===== src/rtl/skl_pkg.sv =====
package skl_pkg;

	// field widths
	localparam int DATA_W = 32;
	localparam int ACC_W  = 48;
	localparam int FRAC_W = 16;

	// datapath widths
	localparam int SUM_W  = DATA_W + 1;          // v1 + v2
	localparam int SQ_W   = 2 * DATA_W;          // squares and v1 * v2, Q32.32
	localparam int NMUL_W = SQ_W + SUM_W;        // d^2 * (v1 + v2), Q49.48
	localparam int NUM_W  = NMUL_W + 1;          // full numerator
	localparam int DEN_W  = SQ_W;
	localparam int QUO_W  = ACC_W;

	localparam logic [DATA_W-1:0] MIN_VAR_RESET = 32'd655360;
	localparam logic [ACC_W-1:0]  ACC_MAX       = '1;

endpackage


===== src/rtl/skl_if.sv =====
interface skl_dim_if;
	logic                              valid;
	logic                              ready;
	logic signed [skl_pkg::DATA_W-1:0] mean_a;
	logic        [skl_pkg::DATA_W-1:0] var_a;
	logic signed [skl_pkg::DATA_W-1:0] mean_b;
	logic        [skl_pkg::DATA_W-1:0] var_b;
	logic                              final_dim;

	modport source (output valid, mean_a, var_a, mean_b, var_b, final_dim, input ready);
	modport sink (input valid, mean_a, var_a, mean_b, var_b, final_dim, output ready);
endinterface

interface skl_res_if;
	logic                       valid;
	logic                       ready;
	logic [skl_pkg::ACC_W-1:0]  divergence;
	logic                       saturated;

	modport source (output valid, divergence, saturated, input ready);
	modport sink (input valid, divergence, saturated, output ready);
endinterface


===== src/rtl/symmetric_kl_diag_gaussian.sv =====
// symmetric kl divergence of two diagonal gaussians, summed over dimensions
//
// dim channel: one item per dimension with mean_a, var_a, mean_b, var_b (q16.16)
// and final_dim; an item is taken when valid and ready are both high
// res channel: one item per group of dimensions, sent after the item that
// carries final_dim: divergence (unsigned q32.16, saturating) and saturated
// cfg_we / cfg_data: writes min_variance (q16.16 floor on both variances)
//
// flow: ready is high only while idle, so a new dimension is taken only after
// the last one has been accumulated. the two rounds of bit-serial multiplies
// (32-bit then 33-bit multipliers) and the restoring divider take most of each dimension
// path: prep, both multiply rounds, divider, then accumulate registers the result item
// reset: total and clip flag cleared, floor back to 10.0, no result pending
// stall: the result sits in an output register; new dimensions are still
// taken while it waits, and only the next final dimension holds at its
// accumulate step until the old result has gone
module symmetric_kl_diag_gaussian (
	input  logic                        clk,
	input  logic                        arst_n,
	input  logic                        cfg_we,
	input  logic [skl_pkg::DATA_W-1:0]  cfg_data,
	skl_dim_if.sink                     dim,
	skl_res_if.source                   res
);

	localparam int DW = skl_pkg::DATA_W;
	localparam int AW = skl_pkg::ACC_W;

	// sequencer states
	localparam logic [2:0] S_IDLE   = 3'd0;
	localparam logic [2:0] S_PREP   = 3'd1;
	localparam logic [2:0] S_START1 = 3'd2;
	localparam logic [2:0] S_MUL1   = 3'd3;
	localparam logic [2:0] S_MUL2   = 3'd4;
	localparam logic [2:0] S_DIV0   = 3'd5;
	localparam logic [2:0] S_DIV    = 3'd6;
	localparam logic [2:0] S_ACC    = 3'd7;

	logic [2:0]                    state_q;
	logic [DW-1:0]                 min_var_q;

	// accepted item
	logic signed [DW-1:0]          mean_a_q;
	logic signed [DW-1:0]          mean_b_q;
	logic [DW-1:0]                 var_a_q;
	logic [DW-1:0]                 var_b_q;
	logic                          final_q;

	// prepared operands
	logic [DW-1:0]                 v1_q;
	logic [DW-1:0]                 v2_q;
	logic [DW-1:0]                 ad_q;
	logic [skl_pkg::SUM_W-1:0]     vsum_q;
	logic [skl_pkg::NUM_W-1:0]     num_q;
	logic [AW-1:0]                 term_q;
	logic                          term_over_q;

	// accumulator and result
	logic [AW-1:0]                 total_q;
	logic                          clip_q;
	logic                          out_valid_q;
	logic [AW-1:0]                 out_div_q;
	logic                          out_sat_q;

	logic                          accept;
	logic [DW-1:0]                 floor_v;
	logic [DW:0]                   d;
	logic [DW:0]                   d_neg;
	logic [DW-1:0]                 vdiff;
	logic                          start1;
	logic                          start2;
	logic                          div_start;
	logic                          advance;
	logic [AW:0]                   sum;
	logic [AW-1:0]                 new_total;
	logic                          clip_new;

	logic                          dd_busy;
	logic                          dd_done;
	logic [skl_pkg::SQ_W-1:0]      dd_p;
	logic [skl_pkg::SQ_W-1:0]      vv_p;
	logic [skl_pkg::SQ_W-1:0]      den_p;
	logic                          num_done;
	logic [skl_pkg::NMUL_W-1:0]    num_p;
	logic                          div_busy;
	logic                          div_done;
	logic                          div_over;
	logic [AW-1:0]                 div_quo;

	assign accept    = dim.valid && dim.ready;
	assign dim.ready = (state_q == S_IDLE);

	// a floor of zero still keeps every variance at one lsb or more
	assign floor_v = (min_var_q == '0) ? DW'(1) : min_var_q;

	// mean difference in 33 bits, magnitude always fits 32
	assign d     = {mean_a_q[DW-1], mean_a_q} - {mean_b_q[DW-1], mean_b_q};
	assign d_neg = -d;
	assign vdiff = (v1_q > v2_q) ? (v1_q - v2_q) : (v2_q - v1_q);

	assign start1    = (state_q == S_START1);
	assign start2    = (state_q == S_MUL1) && dd_done;
	assign div_start = (state_q == S_DIV0);

	// saturating accumulate
	assign sum       = {1'b0, total_q} + {1'b0, term_q};
	assign new_total = sum[AW] ? skl_pkg::ACC_MAX : sum[AW-1:0];
	assign clip_new  = clip_q || sum[AW] || term_over_q;
	assign advance   = (state_q == S_ACC) && (!final_q || !out_valid_q || res.ready);

	always_ff @(posedge clk or negedge arst_n) begin
		if (!arst_n) begin
			state_q     <= S_IDLE;
			min_var_q   <= skl_pkg::MIN_VAR_RESET;
			total_q     <= '0;
			clip_q      <= 1'b0;
			out_valid_q <= 1'b0;
		end else begin
			if (cfg_we) begin
				min_var_q <= cfg_data;
			end
			case (state_q)
				S_IDLE: begin
					if (accept) state_q <= S_PREP;
				end
				S_PREP:   state_q <= S_START1;
				S_START1: state_q <= S_MUL1;
				S_MUL1: begin
					if (dd_done) state_q <= S_MUL2;
				end
				S_MUL2: begin
					if (num_done) state_q <= S_DIV0;
				end
				S_DIV0:   state_q <= S_DIV;
				S_DIV: begin
					if (div_done) state_q <= S_ACC;
				end
				S_ACC: begin
					if (advance) state_q <= S_IDLE;
				end
				default:  state_q <= S_IDLE;
			endcase
			if (advance) begin
				if (final_q) begin
					total_q <= '0;
					clip_q  <= 1'b0;
				end else begin
					total_q <= new_total;
					clip_q  <= clip_new;
				end
			end
			if (advance && final_q) begin
				out_valid_q <= 1'b1;
			end else if (res.ready) begin
				out_valid_q <= 1'b0;
			end
		end
	end

	always_ff @(posedge clk) begin
		if (accept) begin
			mean_a_q <= dim.mean_a;
			mean_b_q <= dim.mean_b;
			var_a_q  <= dim.var_a;
			var_b_q  <= dim.var_b;
			final_q  <= dim.final_dim;
		end
		if (state_q == S_PREP) begin
			v1_q <= (var_a_q < floor_v) ? floor_v : var_a_q;
			v2_q <= (var_b_q < floor_v) ? floor_v : var_b_q;
			ad_q <= d[DW] ? d_neg[DW-1:0] : d[DW-1:0];
		end
		if (start1) begin
			vsum_q <= {1'b0, v1_q} + {1'b0, v2_q};
		end
		// numerator in q50.48: d^2 (v1 + v2) + (v1 - v2)^2 aligned up by 16
		if ((state_q == S_MUL2) && num_done) begin
			num_q <= skl_pkg::NUM_W'(num_p)
				+ skl_pkg::NUM_W'({vv_p, {skl_pkg::FRAC_W{1'b0}}});
		end
		if ((state_q == S_DIV) && div_done) begin
			term_q      <= div_over ? skl_pkg::ACC_MAX : div_quo;
			term_over_q <= div_over;
		end
		if (advance && final_q) begin
			out_div_q <= new_total;
			out_sat_q <= clip_new;
		end
	end

	assign res.valid      = out_valid_q;
	assign res.divergence = out_div_q;
	assign res.saturated  = out_sat_q;

	// first round: d^2, (v1 - v2)^2 and v1 * v2 side by side
	skl_sermul #(.WA(DW), .WB(DW)) u_mul_dd (
		.clk    (clk),
		.arst_n (arst_n),
		.start  (start1),
		.a      (ad_q),
		.b      (ad_q),
		.busy   (dd_busy),
		.done   (dd_done),
		.p      (dd_p)
	);

	skl_sermul #(.WA(DW), .WB(DW)) u_mul_vv (
		.clk    (clk),
		.arst_n (arst_n),
		.start  (start1),
		.a      (vdiff),
		.b      (vdiff),
		.busy   (),
		.done   (),
		.p      (vv_p)
	);

	skl_sermul #(.WA(DW), .WB(DW)) u_mul_den (
		.clk    (clk),
		.arst_n (arst_n),
		.start  (start1),
		.a      (v1_q),
		.b      (v2_q),
		.busy   (),
		.done   (),
		.p      (den_p)
	);

	// second round: d^2 * (v1 + v2)
	skl_sermul #(.WA(skl_pkg::SQ_W), .WB(skl_pkg::SUM_W)) u_mul_num (
		.clk    (clk),
		.arst_n (arst_n),
		.start  (start2),
		.a      (dd_p),
		.b      (vsum_q),
		.busy   (),
		.done   (num_done),
		.p      (num_p)
	);

	skl_divider u_div (
		.clk    (clk),
		.arst_n (arst_n),
		.start  (div_start),
		.num    (num_q),
		.den    (den_p),
		.busy   (div_busy),
		.done   (div_done),
		.over   (div_over),
		.quo    (div_quo)
	);

	// multiplier round and divider never overlap
	a_units_exclusive: assert property (@(posedge clk) disable iff (!arst_n)
		!(dd_busy && div_busy))
		else $error("multiplier and divider busy together");

	// divider only finishes while the sequencer waits for it
	a_div_done_state: assert property (@(posedge clk) disable iff (!arst_n)
		div_done |-> (state_q == S_DIV))
		else $error("divider finished outside its wait state");

	// emission clears the accumulator and presents a result
	a_emit_clears: assert property (@(posedge clk) disable iff (!arst_n)
		(advance && final_q) |=> (res.valid && total_q == '0 && !clip_q))
		else $error("final dimension did not emit and clear");

	// any clipping on a non-final dimension is remembered
	a_clip_kept: assert property (@(posedge clk) disable iff (!arst_n)
		(advance && !final_q && (sum[AW] || term_over_q)) |=> clip_q)
		else $error("clip not recorded");

endmodule


===== src/rtl/skl_sermul.sv =====
// radix-2 shift-add multiplier, one multiplier bit per cycle
module skl_sermul #(
	parameter int WA = skl_pkg::DATA_W,
	parameter int WB = skl_pkg::DATA_W
) (
	input  logic              clk,
	input  logic              arst_n,
	input  logic              start,
	input  logic [WA-1:0]     a,
	input  logic [WB-1:0]     b,
	output logic              busy,
	output logic              done,
	output logic [WA+WB-1:0]  p
);

	localparam int CW = $clog2(WB + 1);

	logic [WA-1:0]    a_q;
	logic [WA+WB-1:0] p_q;
	logic [CW-1:0]    cnt_q;
	logic             busy_q;
	logic             done_q;
	logic [WA:0]      sum;

	assign sum = {1'b0, p_q[WA+WB-1:WB]} + (p_q[0] ? {1'b0, a_q} : {(WA+1){1'b0}});

	always_ff @(posedge clk or negedge arst_n) begin
		if (!arst_n) begin
			cnt_q  <= '0;
			busy_q <= 1'b0;
			done_q <= 1'b0;
		end else begin
			done_q <= 1'b0;
			if (start) begin
				busy_q <= 1'b1;
				cnt_q  <= CW'(WB);
			end else if (busy_q) begin
				cnt_q <= cnt_q - 1'b1;
				if (cnt_q == CW'(1)) begin
					busy_q <= 1'b0;
					done_q <= 1'b1;
				end
			end
		end
	end

	always_ff @(posedge clk) begin
		if (start) begin
			a_q <= a;
			p_q <= {{WA{1'b0}}, b};
		end else if (busy_q) begin
			p_q <= {sum, p_q[WB-1:1]};
		end
	end

	assign busy = busy_q;
	assign done = done_q;
	assign p    = p_q;

endmodule


===== src/rtl/skl_divider.sv =====
// restoring divider, one quotient bit per cycle, with an overflow flag
module skl_divider (
	input  logic                        clk,
	input  logic                        arst_n,
	input  logic                        start,
	input  logic [skl_pkg::NUM_W-1:0]   num,
	input  logic [skl_pkg::DEN_W-1:0]   den,
	output logic                        busy,
	output logic                        done,
	output logic                        over,
	output logic [skl_pkg::QUO_W-1:0]   quo
);

	localparam int DW = skl_pkg::DEN_W;
	localparam int QW = skl_pkg::QUO_W;
	localparam int NW = skl_pkg::NUM_W;
	localparam int CW = $clog2(QW + 1);

	logic [DW-1:0] rem_q;
	logic [QW-1:0] low_q;
	logic [DW-1:0] den_q;
	logic          over_q;
	logic [CW-1:0] cnt_q;
	logic          busy_q;
	logic          done_q;
	logic [DW:0]   shifted;
	logic [DW:0]   diff;
	logic          ge;
	logic [DW-1:0] num_top;

	assign num_top = DW'(num[NW-1:QW]);
	assign shifted = {rem_q, low_q[QW-1]};
	assign diff    = shifted - {1'b0, den_q};
	assign ge      = shifted >= {1'b0, den_q};

	always_ff @(posedge clk or negedge arst_n) begin
		if (!arst_n) begin
			cnt_q  <= '0;
			busy_q <= 1'b0;
			done_q <= 1'b0;
		end else begin
			done_q <= 1'b0;
			if (start) begin
				busy_q <= 1'b1;
				cnt_q  <= CW'(QW);
			end else if (busy_q) begin
				cnt_q <= cnt_q - 1'b1;
				if (cnt_q == CW'(1)) begin
					busy_q <= 1'b0;
					done_q <= 1'b1;
				end
			end
		end
	end

	// quotient at or above 2^48 exactly when the upper numerator part reaches den
	always_ff @(posedge clk) begin
		if (start) begin
			rem_q  <= num_top;
			low_q  <= num[QW-1:0];
			den_q  <= den;
			over_q <= num_top >= den;
		end else if (busy_q) begin
			rem_q <= ge ? diff[DW-1:0] : shifted[DW-1:0];
			low_q <= {low_q[QW-2:0], ge};
		end
	end

	assign busy = busy_q;
	assign done = done_q;
	assign over = over_q;
	assign quo  = low_q;

endmodule


===== src/flat_wrapper.sv =====
// flat-port wrapper written by rule: the top's interface ports become plain ports
module symmetric_kl_diag_gaussian_flat 
  (clk, arst_n, cfg_we, cfg_data, dim_valid, dim_mean_a, dim_var_a, dim_mean_b, dim_var_b, dim_final_dim, dim_ready, res_valid, res_divergence, res_saturated, res_ready);
  skl_dim_if dim_i ();
  skl_res_if res_i ();
  input  logic clk;
  input  logic arst_n;
  input  logic cfg_we;
  input  logic [skl_pkg::DATA_W-1:0] cfg_data;
  input wire logic [$bits(dim_i.valid)-1:0] dim_valid;
  input wire logic [$bits(dim_i.mean_a)-1:0] dim_mean_a;
  input wire logic [$bits(dim_i.var_a)-1:0] dim_var_a;
  input wire logic [$bits(dim_i.mean_b)-1:0] dim_mean_b;
  input wire logic [$bits(dim_i.var_b)-1:0] dim_var_b;
  input wire logic [$bits(dim_i.final_dim)-1:0] dim_final_dim;
  output wire logic [$bits(dim_i.ready)-1:0] dim_ready;
  output wire logic [$bits(res_i.valid)-1:0] res_valid;
  output wire logic [$bits(res_i.divergence)-1:0] res_divergence;
  output wire logic [$bits(res_i.saturated)-1:0] res_saturated;
  input wire logic [$bits(res_i.ready)-1:0] res_ready;
  assign dim_i.valid = dim_valid;
  assign dim_i.mean_a = dim_mean_a;
  assign dim_i.var_a = dim_var_a;
  assign dim_i.mean_b = dim_mean_b;
  assign dim_i.var_b = dim_var_b;
  assign dim_i.final_dim = dim_final_dim;
  assign dim_ready = dim_i.ready;
  assign res_valid = res_i.valid;
  assign res_divergence = res_i.divergence;
  assign res_saturated = res_i.saturated;
  assign res_i.ready = res_ready;
  symmetric_kl_diag_gaussian u_core (.clk(clk), .arst_n(arst_n), .cfg_we(cfg_we), .cfg_data(cfg_data), .dim(dim_i), .res(res_i));
endmodule

===== config.mk =====
export PLATFORM = sky130hd
export DESIGN_NAME = symmetric_kl_diag_gaussian_flat
export DESIGN_NICKNAME = d
export VERILOG_FILES = /design/src/rtl/skl_pkg.sv /design/src/rtl/skl_if.sv /design/src/rtl/symmetric_kl_diag_gaussian.sv /design/src/rtl/skl_sermul.sv /design/src/rtl/skl_divider.sv /design/src/flat_wrapper.sv
export SDC_FILE = /design/constraint.sdc
export NUM_CORES = 2
export LEC_CHECK = 0
export ABC_AREA = 1
export BUFFER_PORTS_ARGS = -buffer_cell sky130_fd_sc_hd__buf_4
export CAP_MARGIN = 10
export CORE_MARGIN = 4
export CORE_UTILIZATION = 65
export DETAILED_ROUTE_END_ITERATION = 6
export PLACE_DENSITY = 0.93
export SYNTH_ARGS = -nofsm -noshare
export SYNTH_HDL_FRONTEND = slang
export SYNTH_SLANG_ARGS = --single-unit

===== constraint.sdc =====
create_clock -name clk -period 22.6 [get_ports clk]
set_input_delay 1.13 -clock clk [delete_from_list [all_inputs] [get_ports clk]]
set_output_delay 1.13 -clock clk [all_outputs]
set_load 0.02 [all_outputs]

==> reports/results.tsv <==
stage	metric	value	unit
synth	yosysWarnings	0	
grt	antenna_found_initial	17	
sta	setup_tns	0	ns
critical_path	crit_type	reg2reg	
power_and_ir_drop	total_power	4.71	mW
layout	postLayoutCellArea	87300	sq um
clock_network	postCtsHoldBufs	0	
hold_path	hp-class	in2async	
critical_path	crit_cells	10	
synth	postSynthCellCount	10200	
floorplan	die_h	358	um
power_and_ir_drop	vdd_drop_max	92.7	uV
sta	whs	0.398	ns
detailed_routing	viasPerCell	6.06	
grt	grt_util_all_layers	41.5	%
grt	grt_overflow	0	
grt	grt_pass1_wl	406	mm
layout	final.fill_count	9364	
detailed_routing	dr.pass1.iters	7	
critical_path	cpMaxStageDelayCell	buf_4	
synth	synthArstFlopShare	10.2	%
synth	syn_area	79700	sq um
sta	timing_hold_violations_final	0	
clock_network	clk_path_buf_depth	3	
detailed_routing	routedWlPerCell	22.3	um
layout	register_area	33700	sq um
detailed_routing	via_count	73700	
critical_path	path_cells	inv_1 > ha_1 > inv_1 > nor2_4 > buf_4 > buf_12 > buf_4 > nor2_1 > inv_1 > buf_4	
power_and_ir_drop	power.density	53.9	nW/um^2
place	place.gp.congestion	1.09	
sta	finalCriticalPeriod	4.29	ns
status	status	finished with violations	
synth	synth_cell_types	73	
detailed_routing	ant_nets	0	
floorplan	io_pins	217	
layout	areaGrowthSynthToFinish	9.53	%
critical_path	r2r_cells	10	
sta	final_max_slew_viol_count	0	
critical_path	cp-start-kind	flip-flop	
synth	synth.avg_cell_area	7.79	sq um
grt	first_global_vias	69300	
grt	grt_start_max_net_pins	194	
clock_network	numCtsBuffers	133	
floorplan	fp.dieW	358	um
critical_path	crit_buf_inv	7	
detailed_routing	first_iter_violations	10700	
power_and_ir_drop	p_leak	40.3	nW
job	cap_violations	0	
layout	final_cell_mix	nand2_1 (2607), inv_1 (1635), nor2_1 (1019)	
clock_network	cts.clk_slew.worst_paths	0.06	ns
sta	fin_crit_sh	19.0	%
synth	synth_edf_count	905	
clock_network	post-cts-setup-buffers	0	
place	io_buffers	216	
sta	clock_skew	0.0334	ns
layout	drive_above_1_share	5.50	%
floorplan	die-area	128000	sq um
floorplan	core_region_area	122000	sq um
critical_path	worst_ep_arrival_time	4.69	ns
clock_network	cts_resized	0	
sta	fmax	233	MHz
clock_network	cts_tree	built	
place	dpl.hpwl	212	mm
layout	fin_nets	11200	
clock_network	cts-root-buf	clkbuf_16	
clock_network	cts_htree_levels	4	
sta	finalSetupViolCount	0	
critical_path	max_stage_delay	0.81	ns
clock_network	clock_sinks	1202	
detailed_routing	finalWirelength	272	mm
critical_path	critPathRequiredTime	23.00	ns
layout	final_common_cell	nand2_1	
place	place_area	82800	sq um
critical_path	endpoint_kind	flip-flop	
synth	ys_seq_area_share	42.3	%
synth	ys_ff_latch	1202	
synth	ys.flop_type	edfxtp_1	
synth	synthesis.nets	11000	
detailed_routing	drc	2	
sta	slew_headroom	20.5	%
clock_network	clk_latency	0.78	ns
critical_path	cp_top_family	buffers and inverters	
floorplan	rows	128	
status	violations	DRC	
sta	rsz0062_at_grt	no	
critical_path	critPathMaxFanout	193	
floorplan	start_util	65.4	%
layout	multi_input_area	38800	sq um
sta	worst_slew_pin_slew	1.18	ns
==> path summary, 6_finish.rpt <==
| path | end | startpoint | slack, ns |
|---|---|---|---|
| max reg2reg | u_core.u_mul_den.p[0]$_DFFE_PP_ | u_core.state_q[0]$_DFFE_PN0P_ | 18.31 |
| min | u_core.total_q[1]$_DFFE_PN0P_ | arst_n | 0.40 |
| min reg2reg | u_core.u_mul_dd.a_q[8]$_DFFE_PP_ | u_core.ad_q[8]$_DFFE_PP_ | 0.44 |
| min in group clk | u_core.u_mul_dd.a_q[8]$_DFFE_PP_ | u_core.ad_q[8]$_DFFE_PP_ | 0.44 |
| max | u_core.u_mul_den.p[0]$_DFFE_PP_ | u_core.state_q[0]$_DFFE_PN0P_ | 18.31 |
| max in group asynchronous | u_core.min_var_q[25]$_DFFE_PN0P_ | arst_n | 20.56 |
==> routing by layer <==
metal / up-vias / GRT usage [%] / routed length [um]
li1: 34000 / - / -
met2: 4671 / 63.3 / 117000
met3: 789 / 11.3 / 35400
met5: - / 0 / 84
met1: 34300 / 56.1 / 106000
met4: 12 / 16.9 / 13300
==> flip-flops by register name, summed over array words and instances (netlist names), 32 cells and up <==
name / cells
u_core.u_mul_num.p: 97
u_core.u_mul_den.a_q: 32
u_core.v1_q: 32
u_core.mean_a_q: 32
u_core.ad_q: 32
u_core.u_div.den_q: 64
u_core.u_mul_dd.p: 64
u_core.u_div.rem_q: 64
u_core.u_mul_vv.p: 64
u_core.var_b_q: 32
u_core.num_q: 98
u_core.min_var_q: 32
u_core.u_mul_den.p: 64
u_core.term_q: 48
u_core.u_div.quo: 48
u_core.mean_b_q: 32
u_core.var_a_q: 32
u_core.u_mul_dd.a_q: 32
u_core.total_q: 48
u_core.v2_q: 32
u_core.u_mul_num.a_q: 64
u_core.res.divergence: 48
u_core.vsum_q: 33
==> report_power, final <==
part	switching, mW	internal, mW	leakage [nW]
registers	0.00572	2.36	10.6
clock network	0.948	1.30	2.17
logic	0.0539	0.0388	27.6
==> final cells by class <==
| cell class | instances | area share (%) |
|---|---|---|
| Sequential cell | 1202 | 38.6 |
| Clock buffer | 176 | 4.23 |
| Inverter | 1659 | 7.15 |
| Timing Repair Buffer | 262 | 2.27 |
| Multi-Input combinational cell | 7159 | 44.5 |
| Tap cell | 1625 | 2.33 |
| Antenna cell | 10 | 0.0287 |
| Clock inverter | 70 | 0.885 |
==> Yosys cell counts (all sizes together) (7+ instances only) <==
| library cell | n | area share [%] |
|---|---|---|
| clkbuf | 138 | 0.65 |
| o22ai | 9 | 0.071 |
| a211oi | 15 | 0.14 |
| a221oi | 7 | 0.077 |
| buf | 79 | 0.61 |
| ha | 590 | 9.3 |
| a21oi | 698 | 4.4 |
| a31oi | 84 | 0.67 |
| a21boi | 37 | 0.35 |
| o21a | 41 | 0.39 |
| xor2 | 229 | 2.6 |
| dfrtp | 121 | 3.8 |
| nor3 | 90 | 0.58 |
| and2 | 7 | 0.055 |
| nand2 | 2626 | 12 |
| a21o | 70 | 0.66 |
| o21bai | 101 | 0.96 |
| inv | 1658 | 7.8 |
| or2 | 18 | 0.14 |
| o21ai | 665 | 4.2 |
| nand4 | 52 | 0.41 |
| o221ai | 20 | 0.22 |
| nor4 | 38 | 0.30 |
| nor2 | 1036 | 4.9 |
| nand3b | 60 | 0.56 |
| fa | 11 | 0.28 |
| o211ai | 39 | 0.37 |
| nand3 | 475 | 3.0 |
| edfxtp | 905 | 34 |
| xnor2 | 95 | 1.1 |
| dfxtp | 174 | 4.4 |
==> cells by family after synthesis <==
family,Yosys count,share of synthesized area (%)
compound gates,1820,12.9
xor+xnor,324,3.64
fa+ha+maj,601,9.53
buf+inv,1876,9.08
flops,1202,42.3
mux,1,0.0126
simple gates,4413,22.5
==> worst reg2reg max path: stages (launching register included) <==
cell     delay (ns)
dfrtp_1        0.41
inv_1          0.10
ha_1           0.20
inv_1          0.09
nor2_4         0.09
buf_4          0.53
buf_12         0.65
buf_4          1.13
nor2_1         0.21
inv_1          0.09
buf_4          0.41
==> through the flow <==
stage                     util (%)  setup slack [ns]  cells
after CTS                     71.6             18.47  12200
after detailed placement      68.0             18.51  11900
final                         71.7             18.31  12200
after global placement        68.0             18.60  11900
after floorplan                  -             11.44  10200
after global routing          71.6             18.14  12200
(Power assumes the default switching activity.)
